**src/rtl/core/mme_pkg.sv**
```systemverilog
// ----------------------------------------------------------------------------
// Matrix multiply engine package
// Sizes, opcodes, sequencer states and the beat types passed along the chain.
// ----------------------------------------------------------------------------
`default_nettype none

package mme_pkg;

  localparam int DIM        = 8;
  localparam int IDX_W      = 3;
  localparam int KW         = (DIM > 1) ? $clog2(DIM) : 1;
  localparam int DATA_W     = 16;
  localparam int PROD_W     = 2 * DATA_W;
  localparam int SUM_W      = 35;
  localparam int LEFT_DEPTH = 1 << (2 * KW);

  typedef enum logic [1:0] {
    OP_LOAD_LEFT  = 2'd0,
    OP_LOAD_RIGHT = 2'd1,
    OP_COMPUTE    = 2'd2
  } op_t;

  typedef enum logic [1:0] {
    S_IDLE,
    S_ISSUE,
    S_WAIT,
    S_DRAIN
  } state_t;

  // one left operand travelling down the chain of cells
  typedef struct packed {
    logic              valid;
    logic              first;
    logic              lastk;
    logic [KW-1:0]     k;
    logic [DATA_W-1:0] a;
  } token_t;

  // right operand write, broadcast to all cells
  typedef struct packed {
    logic              en;
    logic [KW-1:0]     row;
    logic [KW-1:0]     col;
    logic [DATA_W-1:0] data;
  } bwr_t;

endpackage

`default_nettype wire

```
**src/rtl/core/mme_cell.sv**
```systemverilog
// ----------------------------------------------------------------------------
// Matrix multiply cell
// Holds one column of the right matrix and one accumulator. Multiplies each
// passing left operand with its local element, sums over k, and forwards the
// operand to the next cell. Accumulators shift toward the head to drain.
// ----------------------------------------------------------------------------
`default_nettype none

module mme_cell
  import mme_pkg::*;
(
  input  wire logic                    clk,
  input  wire logic                    rst,
  input  wire token_t                  t_in,
  output token_t                       t_out,
  input  wire logic                    b_we,
  input  wire logic [KW-1:0]           b_addr,
  input  wire logic [DATA_W-1:0]       b_data,
  input  wire logic                    shift,
  input  wire logic signed [SUM_W-1:0] acc_in,
  output logic signed [SUM_W-1:0]      acc,
  output logic                         done
);

  logic [DATA_W-1:0]        b_mem [DIM];
  logic signed [DATA_W-1:0] a_val;
  logic signed [DATA_W-1:0] b_val;
  logic signed [PROD_W-1:0] prod;
  logic                     p_valid;
  logic                     p_first;
  logic                     p_last;
  token_t                   tok;

  assign a_val = $signed(t_in.a);
  assign b_val = $signed(b_mem[t_in.k]);
  assign t_out = tok;

  always_ff @(posedge clk) begin
    if (b_we) begin
      b_mem[b_addr] <= b_data;
    end
  end

  // forward the operand one cell per cycle
  always_ff @(posedge clk) begin
    if (rst) begin
      tok.valid <= 1'b0;
    end else begin
      tok.valid <= t_in.valid;
    end
    tok.first <= t_in.first;
    tok.lastk <= t_in.lastk;
    tok.k     <= t_in.k;
    tok.a     <= t_in.a;
  end

  always_ff @(posedge clk) begin
    if (rst) begin
      p_valid <= 1'b0;
    end else begin
      p_valid <= t_in.valid;
    end
    p_first <= t_in.first;
    p_last  <= t_in.lastk;
    prod    <= a_val * b_val;
  end

  // restart on the first k, otherwise add; drain shifts the chain toward the head
  always_ff @(posedge clk) begin
    if (p_valid) begin
      if (p_first) begin
        acc <= SUM_W'(prod);
      end else begin
        acc <= acc + SUM_W'(prod);
      end
    end else if (shift) begin
      acc <= acc_in;
    end
  end

  always_ff @(posedge clk) begin
    if (rst) begin
      done <= 1'b0;
    end else begin
      done <= p_valid && p_last;
    end
  end

endmodule

`default_nettype wire

```
**config.mk**
```make
export PLATFORM = sky130hd
export DESIGN_NAME = mme_cell
export DESIGN_NICKNAME = d
export VERILOG_FILES = /design/src/rtl/core/mme_pkg.sv /design/src/rtl/core/mme_cell.sv
export SDC_FILE = /design/constraint.sdc
export NUM_CORES = 1
export LEC_CHECK = 0
export BUFFER_PORTS_ARGS = -buffer_cell sky130_fd_sc_hd__buf_2
export CORE_ASPECT_RATIO = 1.75
export CORE_MARGIN = 2
export CORE_UTILIZATION = 45
export CTS_CLUSTER_DIAMETER = 120
export CTS_CLUSTER_SIZE = 20
export DETAILED_ROUTE_END_ITERATION = 10
export PLACE_DENSITY = 0.73
export SETUP_SLACK_MARGIN = 0.1
export SYNTH_ARGS = -nofsm -noshare
export SYNTH_HDL_FRONTEND = slang
export SYNTH_SLANG_ARGS = --single-unit
export TNS_END_PERCENT = 20
```
**constraint.sdc**
```tcl
create_clock -name clk -period 7.3 [get_ports clk]
set_input_delay 0 -clock clk [delete_from_list [all_inputs] [get_ports clk]]
set_output_delay 0 -clock clk [all_outputs]
set_load 0.05 [all_outputs]
```
==> run metrics <==
run status finished clean; first-pass GRT wire length 74100 um; cell area after synthesis 19500 um^2; initial core utilization 45.6%; warnings from Yosys 0; leftover overflow at the end of global routing 0; Die Wd 161 um; crit path DAT 7340 ps; startpoint class of the critical path input pin; Routed wire per std cell 18.1 um; Post-Route WL 45800 um; Avg Inst Size Synth 10.9 um^2; Synth async-reset ratio 0%; area of the die 45000 um^2; number of nets with antenna violations after detailed routing 0; total number of clock tree sinks 218; number of antenna cells inserted 0; number of enable flip-flop cells after synthesis 163; worst reg-to-reg setup slack 510 ps; Port Buffers 137; Final Slew Violations 0; ratio of cells with drive above 1 in the final layout 12.4%; maximum achievable frequency 145 MHz; maximum number of pins on one net before global-route repair 44; count of nets after finishing 2423; Overall Global Routing Usage 20.8%; number of maximum-capacitance constraint violations 0; PnR worst setup slack 407 ps; Fin. Hold Viols 0; clock latency at the later pin of the worst-skew pair 510 ps; syn nets 2241; Critical Path Most Common Cell fa_1; buffers plus inverters on the worst setup path 8; Crit Path Class input pin to flip-flop; CTS tree yes; DRT Pass-1 Iters 5; via density per instance 5.23; number of levels the H-tree was split into 1; dominant delay contributor by cell family on the critical path adder cells; number of DRC markers after the initial detailed-route iteration 481; commonest cells after routing, fill and taps aside inv_1 (336), fa_1 (263), edfxtp_1 (163); Post-CTS Repair Setup Buffers 0; final total negative setup slack 0 ps; clock buffer count from CTS 14; Post-Place Setup Slack 371 ps; post-detailed-placement cell area 20800 um^2; weighted congestion at the end of routability-driven global placement 0.924; setup skew after layout 16.8 ps; Min Clock Period, post-route 6890 ps; maximum single-stage delay on the critical path 540 ps; worst hold-check path type input pin to flip-flop; number of DRC violations after detailed routing 0; slowest library cell on the worst path fa_1; worst-path maximum fanout 33; clock-pin slew of the registers on the worst-case setup and hold paths 80 ps; RSZ-0062 raised after global routing true; total half-perimeter wirelength after legalization and detailed placement 36000 um; crit path capture type flip-flop; sequential area share after synthesis 30.8%; portion of the clock cycle consumed by the worst path in the final layout 94.4%; vias 13200; Placement Rows 100; leading register cell type out of synthesis edfxtp_1; maximum count of clock buffers along a single path 3; setup violators final 0; worst slew pin tran 1100 ps; antenna violations before repair 0; #FFs+latches synth 218; relative area change from synthesis to final layout 12.7%; Synth cell types 65; cells after synthesis 1782; data required time at the worst endpoint 7740 ps; die span in y 279 um; area of all placed cells without fillers 21900 um^2; I/O Pins 138; remaining max-slew budget at the tightest pin 26.4%; hold_ws 87.6 ps; commonest non-fill, non-tap cell in the layout inv_1; clock root cell clkbuf_16; number of global-route vias before repair 14900; CORE AREA 42700 um^2
[registers in the layout, summed over array words and instances (netlist names)]
name / flops
prod: 32
b_mem: 128
acc: 35
p_first: 1
p_last: 1
p_valid: 1
done: 1
t_out: 19
[metal layers]
| layer | routed length (um) | global-route usage, % | vias up |
|---|---|---|---|
| met1 | 16100 | 21.8 | 6545 |
| met4 | 2660 | 11.2 | 0 |
| met2 | 24800 | 40.1 | 443 |
| met3 | 2250 | 2.33 | 161 |
| met5 | 0 | 0 | - |
| li1 | - | - | 6098 |
[Yosys cell counts (7+ instances only)]
cell type    n  share of area (%)
buf_2        7               0.18
nor2_1      83                1.6
xor2_1      19               0.86
xnor2_1     46                2.1
nor3_1       9               0.23
a31oi_1     10               0.32
nor2b_1     84                2.7
nand2_1    144                2.8
mux2_2      10               0.58
clkbuf_1    49               0.95
fa_1       263                 27
a21oi_1     92                2.4
edfxtp_1   163                 25
mux2i_1     16               0.82
o21ai_1     14               0.36
ha_1       116                7.5
dfxtp_1     55                5.7
o21bai_1    12               0.46
nand2b_1    29               0.93
mux4_2      32                3.7
a21o_1      22               0.85
a221o_1      7               0.36
and3_1      10               0.32
inv_1      336                6.5
o21ai_0     23               0.59
nand3_1      7               0.18
and2_1      47                1.5
[what timing repair did]
item | CTS | global route
hold endpoints to repair | 195 | 0
resized for setup | 0 | 1
hold buffers | 75 | 0
setup endpoints to repair | 0 | 2
[path summary, 6_finish.rpt]
kind,startpoint,to,depth (start not counted)
min,acc_in[27],acc[27]$_DFFE_PP_,3
min reg2reg,p_last$_DFF_P_,done$_SDFF_PP0_,2
max reg2reg,b_mem[6][3]$_DFFE_PP_,prod[28]$_DFF_P_,22
max,t_in[16],prod[28]$_DFF_P_,27
[cell families after synthesis]
logic type                 after synthesis  share of synthesized area, %
muxes                                   58                          5.11
DFF                                    218                          30.8
buffers and inverters                  399                          7.88
xor gates and xnor gates                65                          2.93
adders and majority gates              379                          34.5
and+or+nand+nor                        433                          11.0
AOI/OAI and AO/OA                      230                          7.75
[worst reg2reg max path, stage by stage (launching register included)]
cell and delay [ps]:
edfxtp_1 410, mux4_2 480, mux2_2 410, nand2_1 130
fa_1 440, fa_1 580, fa_1 450, fa_1 540
inv_1 50, fa_1 480, inv_1 50, fa_1 480
inv_1 50, ha_1 340, a21oi_1 270, nor3_1 90
a211o_1 270, a21oi_1 260, o21ai_1 190, a21oi_1 340
o21bai_1 100, a21oi_1 180, xnor2_1 130
[area by class of cell]
cell class	count	area [um^2]
clock buffers	24	410
fillers	3746	20700
inverters	336	1260
multi-input cells	1165	12000
flip-flops and latches	218	6000
well taps	561	702
repair buffers	229	1590
[metrics by stage]
stage	util (%)	std cells
final	51.4	2533
after global routing	51.4	2533
after CTS	51.4	2533
after detailed placement	48.7	2434
after global placement	48.7	2434
after floorplan	-	1782
Power is left out: the tool's default activity adds up to more than one toggle a clock period on the data nets, which glitch-free logic cannot reach.
