### config.mk
export PLATFORM = sky130hd
export DESIGN_NAME = mme_seq
export DESIGN_NICKNAME = d
export VERILOG_FILES = /design/src/rtl/core/mme_pkg.sv /design/src/rtl/core/mme_seq.sv
export SDC_FILE = /design/constraint.sdc
export NUM_CORES = 1
export LEC_CHECK = 0
export ABC_CLOCK_PERIOD_IN_PS = 7500
export BUFFER_PORTS_ARGS = -buffer_cell sky130_fd_sc_hd__buf_2
export CAP_MARGIN = 25
export CORE_ASPECT_RATIO = 0.75
export CORE_UTILIZATION = 45
export CTS_CLUSTER_DIAMETER = 150
export DETAILED_ROUTE_END_ITERATION = 8
export GPL_ROUTABILITY_DRIVEN = 0
export RECOVER_POWER = 25
export SLEW_MARGIN = 10
export SYNTH_ARGS = -nofsm -noshare
export SYNTH_HDL_FRONTEND = slang
export SYNTH_SLANG_ARGS = --single-unit
### constraint.sdc
create_clock -name clk -period 7.5 [get_ports clk]
set_input_delay 1.5 -clock clk [delete_from_list [all_inputs] [get_ports clk]]
set_output_delay 1.5 -clock clk [all_outputs]
set_load 0.01 [all_outputs]
### src/rtl/core/mme_pkg.sv
// ----------------------------------------------------------------------------
// Matrix multiply engine package
// Sizes, opcodes, sequencer states and the beat types passed along the chain.
// ----------------------------------------------------------------------------
`default_nettype none

package mme_pkg;

  localparam int DIM        = 8;
  localparam int IDX_W      = 3;
  localparam int KW         = (DIM > 1) ? $clog2(DIM) : 1;
  localparam int DATA_W     = 16;
  localparam int PROD_W     = 2 * DATA_W;
  localparam int SUM_W      = 35;
  localparam int LEFT_DEPTH = 1 << (2 * KW);

  typedef enum logic [1:0] {
    OP_LOAD_LEFT  = 2'd0,
    OP_LOAD_RIGHT = 2'd1,
    OP_COMPUTE    = 2'd2
  } op_t;

  typedef enum logic [1:0] {
    S_IDLE,
    S_ISSUE,
    S_WAIT,
    S_DRAIN
  } state_t;

  // one left operand travelling down the chain of cells
  typedef struct packed {
    logic              valid;
    logic              first;
    logic              lastk;
    logic [KW-1:0]     k;
    logic [DATA_W-1:0] a;
  } token_t;

  // right operand write, broadcast to all cells
  typedef struct packed {
    logic              en;
    logic [KW-1:0]     row;
    logic [KW-1:0]     col;
    logic [DATA_W-1:0] data;
  } bwr_t;

endpackage

`default_nettype wire

### src/rtl/core/mme_seq.sv
// ----------------------------------------------------------------------------
// Matrix multiply sequencer
// Takes input beats, holds the left matrix, feeds one row of it into the
// chain per pass, waits for the chain, then drains the row through the
// output register.
// ----------------------------------------------------------------------------
`default_nettype none

module mme_seq
  import mme_pkg::*;
(
  input  wire logic                    clk,
  input  wire logic                    rst,
  input  wire logic                    in_valid,
  output logic                         in_ready,
  input  wire logic [1:0]              opcode,
  input  wire logic [IDX_W-1:0]        row,
  input  wire logic [IDX_W-1:0]        col,
  input  wire logic [DATA_W-1:0]       value,
  output token_t                       tok,
  output bwr_t                         bwr,
  output logic                         shift,
  input  wire logic signed [SUM_W-1:0] acc_head,
  input  wire logic                    done_tail,
  output logic                         out_valid,
  input  wire logic                    out_ready,
  output logic [IDX_W-1:0]             out_row,
  output logic [IDX_W-1:0]             out_col,
  output logic signed [SUM_W-1:0]      dot_sum,
  output logic                         last
);

  logic [DATA_W-1:0] left_mem [LEFT_DEPTH];

  state_t        state;
  state_t        state_next;
  logic [KW-1:0] i_cnt;
  logic [KW-1:0] k_cnt;
  logic [KW-1:0] j_cnt;
  logic          i_last;
  logic          k_last;
  logic          j_last;
  logic          in_fire;
  logic          in_range;
  logic          lwr_en;
  logic          compute_go;
  logic          issue;
  logic          drain_load;

  assign in_fire    = in_valid && in_ready;
  assign in_range   = ({1'b0, row} < (IDX_W + 1)'(DIM)) && ({1'b0, col} < (IDX_W + 1)'(DIM));
  assign lwr_en     = in_fire && (opcode == OP_LOAD_LEFT) && in_range;
  assign compute_go = in_fire && (opcode == OP_COMPUTE);

  assign bwr.en   = in_fire && (opcode == OP_LOAD_RIGHT) && in_range;
  assign bwr.row  = row[KW-1:0];
  assign bwr.col  = col[KW-1:0];
  assign bwr.data = value;

  assign i_last = (i_cnt == KW'(DIM - 1));
  assign k_last = (k_cnt == KW'(DIM - 1));
  assign j_last = (j_cnt == KW'(DIM - 1));

  always_ff @(posedge clk) begin
    if (rst) begin
      state <= S_IDLE;
    end else begin
      state <= state_next;
    end
  end

  always_comb begin
    state_next = state;
    unique case (state)
      S_IDLE: begin
        if (compute_go) state_next = S_ISSUE;
      end
      S_ISSUE: begin
        if (k_last) state_next = S_WAIT;
      end
      S_WAIT: begin
        if (done_tail) state_next = S_DRAIN;
      end
      S_DRAIN: begin
        if (drain_load && j_last) state_next = i_last ? S_IDLE : S_ISSUE;
      end
      default: state_next = S_IDLE;
    endcase
  end

  always_comb begin
    in_ready   = 1'b0;
    issue      = 1'b0;
    drain_load = 1'b0;
    unique case (state)
      S_IDLE:  in_ready = 1'b1;
      S_ISSUE: issue = 1'b1;
      S_WAIT:  ;
      S_DRAIN: drain_load = !out_valid || out_ready;
      default: ;
    endcase
  end

  assign shift = drain_load;

  always_ff @(posedge clk) begin
    if (rst) begin
      i_cnt <= '0;
      k_cnt <= '0;
      j_cnt <= '0;
    end else begin
      if (issue) begin
        k_cnt <= k_last ? '0 : k_cnt + 1'b1;
      end
      if (drain_load) begin
        j_cnt <= j_last ? '0 : j_cnt + 1'b1;
        if (j_last) begin
          i_cnt <= i_last ? '0 : i_cnt + 1'b1;
        end
      end
    end
  end

  always_ff @(posedge clk) begin
    if (lwr_en) begin
      left_mem[{row[KW-1:0], col[KW-1:0]}] <= value;
    end
  end

  // operand beat lines up with the registered memory read
  always_ff @(posedge clk) begin
    if (rst) begin
      tok.valid <= 1'b0;
    end else begin
      tok.valid <= issue;
    end
    tok.first <= (k_cnt == '0);
    tok.lastk <= k_last;
    tok.k     <= k_cnt;
    tok.a     <= left_mem[{i_cnt, k_cnt}];
  end

  always_ff @(posedge clk) begin
    if (rst) begin
      out_valid <= 1'b0;
    end else if (drain_load) begin
      out_valid <= 1'b1;
    end else if (out_ready) begin
      out_valid <= 1'b0;
    end
  end

  always_ff @(posedge clk) begin
    if (drain_load) begin
      out_row <= IDX_W'(i_cnt);
      out_col <= IDX_W'(j_cnt);
      dot_sum <= acc_head;
      last    <= i_last && j_last;
    end
  end

endmodule

`default_nettype wire

==> metrics.cfg, run 1 <==
[sta]
skew_ps=25.6
setup_viol=0
max-slew-margin-rel_pct=-99.7
post-route-period-util_pct=73.0
worst_pin_slew_ps=3000
setup_ws_ps=2020
rsz0062_at_grt=false
fin_tns_setup_ps=0
hold_violations=0
fmax_mhz=183
slew_viol_final=389
period_minus_slack_ps=5480

[power_and_ir_drop]
power_frac_comb_pct=10.2
ir_worst_vdd_uv=200
pwr-share-clk_pct=38.3
p_per_area_nw_per_um2=281
switching_share_pct=22.9
p_leak_nw=15.0
p_int_mw=10.3
seqPwrFrac_pct=51.5
p_sw_mw=3.06

[worst_setup_path]
worst-path-max-fanout=34
worstSetupPathType=reg -> reg
start_kind=flip-flop
reg2reg_to=tok[13]$_DFF_P_
worstSetupEndpointType=flip-flop
crit_path_start=i_cnt[0]$_SDFFE_PP0P_
rrSetupSlack_ps=2020
r2r_cells=7
critPathCapture=tok[13]$_DFF_P_
critPathRequiredTime_ps=8080
worst_ep_arrival_time_ps=6050
rr_startpoint=i_cnt[0]$_SDFFE_PP0P_

[place]
port_buffers=153
hpwl_mm=60.5
placed_cells=3306
post_dp_cell_area_um2=44300
pre_cts_ws_ps=3060

[route]
vias=20538
ant_nets=0
drtPass1Iterations=5
via_per_inst=5.86
wl_met3_mm=11.8
drt-met1-wl_mm=45.5
met2_length_mm=42.6
top_layer=met4
post-route-drc-count=0
avgRoutedWirePerCell_um=29.0
totalWireLength_mm=101
drt_iter0_markers=2285

[global_route]
antenna_found_initial=3
grt_use_total_pct=21.5
grt_pass1_vias=20210
grt_first_pass_wirelength_mm=145
grt_max_degree=117
grt_overflow_total=0

[synth]
ys_seq_area_share_pct=77.7
ys.warnings.count=0
syn_avg_cell_area_um2=21.6
synth-seq-cells=1100
netlist_area_um2=42100
ys_top_cells_by_area=edfxtp_1, mux4_2, mux2i_1
synth.most_common_cell=edfxtp_1
yosys-top-cells-count=edfxtp_1, mux4_2, mux2i_1, nand2_1, nor2_1
synth.top_cell.area_share_pct=76.1
synth-main-ff-cell=edfxtp_1
async_flop_share_pct=0
postSynthNetCount=2019
synth_area_leader_cell=edfxtp_1
ys_types=46
synth_cells=1944
synth-edff-count=1066

[final_layout]
drive_gt1_share_pct=26.6
syn_to_final_growth_pct=13.0
utilization_pct=51.7
stdcell_count=3504
nNetsFinal=2264
final_design_area_no_fill_um2=47500

[floorplan]
dieArea_um2=94700
die_x_um=355
fp.dieH_um=267
start_util_pct=45.7
ios=154
core_um2=92000
rows=96

[clock_tree]
cts_hold_buf=0
clk_pin_slew_ps=60
cts.repair.resized=0
cts_sinks=1100
clk_path_buf_depth=3
cts_htree_levels=3
cts_tree=built
cts_setup_buffers=0
cts_made_buffers=102
clock_latency_ps=670
cts_root_buf=clkbuf_16

[hold_path]
hold_path_class=reg -> reg

[status]
outcome=finished, violations left
violations=capacitance limit, slew limit

[run]
cap_violations=10

sequential cells by signal (all words and copies together), names as in the netlist:
name	count
i_cnt	3
k_cnt	3
out_row	3
state	2
j_cnt	3
left_mem	1024
out_valid	1
tok	22
dot_sum	35
last	1
out_col	3
worst max-delay path, stage by stage (launching register included):
cell and delay (ps):
dfxtp_1 1810, clkbuf_1 1410, buf_4 620, mux4_2 290, mux2i_1 70, a22o_1 310, nor4_1 630, a31o_1 250
area by class of cell:
type                    instances  area, um^2
inverters                       9        33.8
multi-input cells             718        8430
clock inverters                59         536
fillers                      7302       44500
flip-flops and latches       1100       32700
repair buffers                258        1540
clock buffers                 133        2760
well taps                    1225        1530
diodes                          2        5.00
cell families after synthesis:
group / Yosys count / share of synthesized area (%)
flops: 1100 / 77.7
mux: 329 / 14.7
simple gates: 231 / 2.51
compound gates: 147 / 2.53
buf+inv: 126 / 2.21
fa+ha+maj: 11 / 0.327
cell usage in the layout (no fill, tap or decap), types with 4 or more instances in the layout:
| cell type | n |
|---|---|
| clkbuf_1 | 42 |
| mux4_1 | 15 |
| nor3_1 | 6 |
| clkinv_1 | 22 |
| and4_1 | 5 |
| clkbuf_16 | 105 |
| a211oi_1 | 7 |
| nand3_1 | 7 |
| ha_1 | 11 |
| inv_1 | 7 |
| bufinv_16 | 9 |
| a22o_1 | 11 |
| o41ai_1 | 8 |
| o22ai_1 | 44 |
| or4_1 | 5 |
| nor2_1 | 81 |
| nand2_1 | 90 |
| nand3b_1 | 5 |
| o211ai_1 | 10 |
| and3_1 | 6 |
| o221ai_1 | 10 |
| buf_4 | 93 |
| a31oi_1 | 10 |
| a21oi_1 | 11 |
| edfxtp_1 | 1066 |
| clkinv_2 | 21 |
| mux2i_1 | 103 |
| a22oi_1 | 30 |
| mux4_2 | 211 |
| buf_2 | 144 |
| and2_1 | 4 |
| nor2b_1 | 6 |
| dfxtp_1 | 33 |
through the flow:
step	power (mW)	hold WS (ps)
after detailed placement	8.38	443
after floorplan	7.97	390
after global placement	8.36	439
after CTS	13.4	459
final	13.4	450
after global routing	13.8	485
power groups by stage:
stage          registers, mW  clock network [mW]  logic (mW)
2_1_floorplan           6.96                   0        1.01
3_3_place_gp            7.02                   0        1.34
3_5_place_dp            7.02                   0        1.36
4_1_cts                 6.89                5.20        1.36
5_1_grt                 6.90                5.42        1.45
6_report                6.88                5.12        1.36
worst min-delay path by stage:
| stage | depth (start not counted) | slack, ps | from | to |
|---|---|---|---|---|
| after floorplan | 0 | 390 | k_cnt[1]$_SDFFE_PP0P_ | tok[17]$_DFF_P_ |
| after global placement | 0 | 440 | i_cnt[2]$_SDFFE_PP0P_ | out_row[2]$_DFFE_PP_ |
| after detailed placement | 0 | 440 | i_cnt[2]$_SDFFE_PP0P_ | out_row[2]$_DFFE_PP_ |
| after CTS | 0 | 460 | i_cnt[2]$_SDFFE_PP0P_ | out_row[2]$_DFFE_PP_ |
| after global routing | 0 | 480 | i_cnt[2]$_SDFFE_PP0P_ | out_row[2]$_DFFE_PP_ |
| final | 0 | 450 | i_cnt[2]$_SDFFE_PP0P_ | out_row[2]$_DFFE_PP_ |
per-layer routing:
| metal | vias to the layer above | GRT usage (%) |
|---|---|---|
| li1 | 8583 | - |
| met1 | 10886 | 33.0 |
| met2 | 956 | 29.6 |
| met3 | 113 | 7.59 |
| met4 | 0 | 4.21 |
| met5 | - | 0 |
(Power assumes the default switching activity.)
==> run 2: changes to the inputs <==
--- a/config.mk
+++ b/config.mk
@@ -5,7 +5,7 @@
 export SDC_FILE = /design/constraint.sdc
 export NUM_CORES = 1
 export LEC_CHECK = 0
-export ABC_CLOCK_PERIOD_IN_PS = 7500
+export ABC_CLOCK_PERIOD_IN_PS = 5660
 export BUFFER_PORTS_ARGS = -buffer_cell sky130_fd_sc_hd__buf_2
 export CAP_MARGIN = 25
 export CORE_ASPECT_RATIO = 0.75
==> constraint.sdc (replaced) <==
create_clock -name clk -period 5.66 [get_ports clk]
set_input_delay 1.132 -clock clk [delete_from_list [all_inputs] [get_ports clk]]
set_output_delay 1.132 -clock clk [all_outputs]
set_load 0.01 [all_outputs]
==> metrics.cfg, run 2 (synthesis results as in run 1) <==
[global_route]
antenna_found_initial=4  ; +1
grt_first_pass_wirelength_mm=146  ; +0.95%
grt_pass1_vias=20327  ; +0.58%
grt_overflow_total=0  ; unchanged
grt_use_total_pct=21.8  ; +0.31 points
grt_max_degree=79  ; -32%

[clock_tree]
cts_sinks=1100  ; unchanged
cts.repair.resized=0  ; unchanged
cts_made_buffers=103  ; +0.98%
cts_root_buf=clkbuf_16
cts_htree_levels=3  ; unchanged
clk_pin_slew_ps=60  ; about the same
cts_hold_buf=0  ; unchanged
clock_latency_ps=680  ; about the same
cts_tree=built
clk_path_buf_depth=3  ; unchanged
cts_setup_buffers=0  ; unchanged

[route]
ant_nets=0  ; unchanged
via_per_inst=5.86  ; about the same
post-route-drc-count=0  ; unchanged
totalWireLength_mm=103  ; +1.1%
avgRoutedWirePerCell_um=29.2  ; +0.85%
vias=20590  ; +0.25%
drt_iter0_markers=2447  ; +7.1%
drtPass1Iterations=5  ; unchanged

[sta]
fin_tns_setup_ps=0  ; unchanged
max-slew-margin-rel_pct=-72.4  ; +27 points
setup_ws_ps=1170  ; -856 ps
fin_hold_ws_ps=440  ; -10.5 ps
period_minus_slack_ps=4490  ; -984 ps
post-route-period-util_pct=79.4  ; +6.4 points
worst_pin_slew_ps=2580  ; -413 ps
setup_viol=0  ; unchanged
skew_ps=25.7  ; +0.131 ps
slew_viol_final=229  ; -41%
hold_violations=0  ; unchanged
fmax_mhz=223  ; +22%
rsz0062_at_grt=false

[floorplan]
fp.dieH_um=267  ; unchanged
rows=96  ; unchanged
dieArea_um2=94700  ; unchanged
core_um2=92000  ; unchanged
ios=154  ; unchanged
die_x_um=355  ; unchanged
start_util_pct=45.7  ; unchanged

[final_layout]
final_common_cell=edfxtp_1
stdcell_count=3512  ; +0.23%
nNetsFinal=2272  ; +0.35%
syn_to_final_growth_pct=13.6
drive_gt1_share_pct=27.2  ; +0.61 points
largest_register_ffs=1024  ; unchanged
layout_common_cells=edfxtp_1, mux4_2, buf_2

[power_and_ir_drop]
ir_worst_vdd_uv=258  ; +29%
power.total_mw=18.0  ; +35%
p_per_area_nw_per_um2=376  ; +34%
p_leak_nw=15.1  ; +0.84%

[worst_setup_path]
cp_top_family=flip-flops
worst-path-max-fanout=35  ; +2.9%
worst_ep_arrival_time_ps=5030  ; -1020 ps
rrSetupSlack_ps=1170  ; -860 ps
critPathBufInv=2  ; unchanged
crit_path_start=k_cnt[1]$_SDFFE_PP0P_
worstSetupEndpointType=flip-flop
start_kind=flip-flop
critPathRequiredTime_ps=6190  ; -1890 ps
cp_cell_sequence=buf_4, buf_4, mux4_2, mux2i_1, a22o_1, o41ai_1
max_stage_delay_ps=2060  ; +250 ps
critPathSlowestCell=dfxtp_1
cp_common_cell=buf_4
worstSetupPathType=reg -> reg
rr_startpoint=k_cnt[1]$_SDFFE_PP0P_

[hold_path]
worstHoldStart=i_cnt[1]$_SDFFE_PP0P_
hold_path_class=reg -> reg

[place]
pre_cts_ws_ps=1570  ; -1490 ps
hpwl_mm=64.7  ; +6.9%
port_buffers=153  ; unchanged
placed_cells=3314  ; +0.24%

[run]
cap_violations=7  ; -3

[status]
outcome=finished, violations left
violations=capacitance limit, slew limit

[run 2: cell count changes in the layout (fill, tap and decap cells not counted), sizes merged]
cell	previous run	this run
buf	239	248
clkbuf	152	149
bufinv	9	12
inv	10	9
[run 2: final timing paths]
kind | depth (start not counted) | endpoint
max reg2reg | 6 | tok[1]$_DFF_P_
min | 0 | out_row[1]$_DFFE_PP_
min reg2reg | 0 | out_row[1]$_DFFE_PP_
max | 6 | tok[1]$_DFF_P_
[run 2: layout make-up]
cell class	instances	area (um^2)
well taps	1225	1530
multi-input cells	718	8430
clock inverters	61	607
fillers	7242	44200
flip-flops and latches	1100	32700
clock buffers	132	2840
inverters	9	33.8
diodes	2	5.00
repair buffers	265	1630
[run 2: metrics by stage]
step           area (um^2)  util, %
2_1_floorplan        42100        -
3_3_place_gp         44400     48.2
3_5_place_dp         44400     48.2
4_1_cts              47800     52.0
5_1_grt              47800     51.9
6_report             47800     51.9
[run 2: report_power, final]
part / leakage (nW) / switching, mW / total (mW) / internal (mW)
clock network: 1.70 / 2.94 / 7.03 / 4.09
registers: 9.87 / 0.131 / 9.13 / 9.00
logic: 3.55 / 1.02 / 1.82 / 0.799
total: 15.1 / 4.09 / 18.0 / 13.9
[run 2: routing by layer]
| metal | GRT usage, % | wire length [um] |
|---|---|---|
| met1 | 33.3 | 46200 |
| met2 | 30.2 | 43100 |
| met3 | 7.41 | 11700 |
| met4 | 4.78 | 1670 |
| met5 | 0 | 0 |
[run 2: worst register-to-register path: stages, from the launching register on]
cell,delay [ps]
dfxtp_1,2060
buf_4,530
buf_4,340
mux4_2,620
mux2i_1,410
a22o_1,320
o41ai_1,110
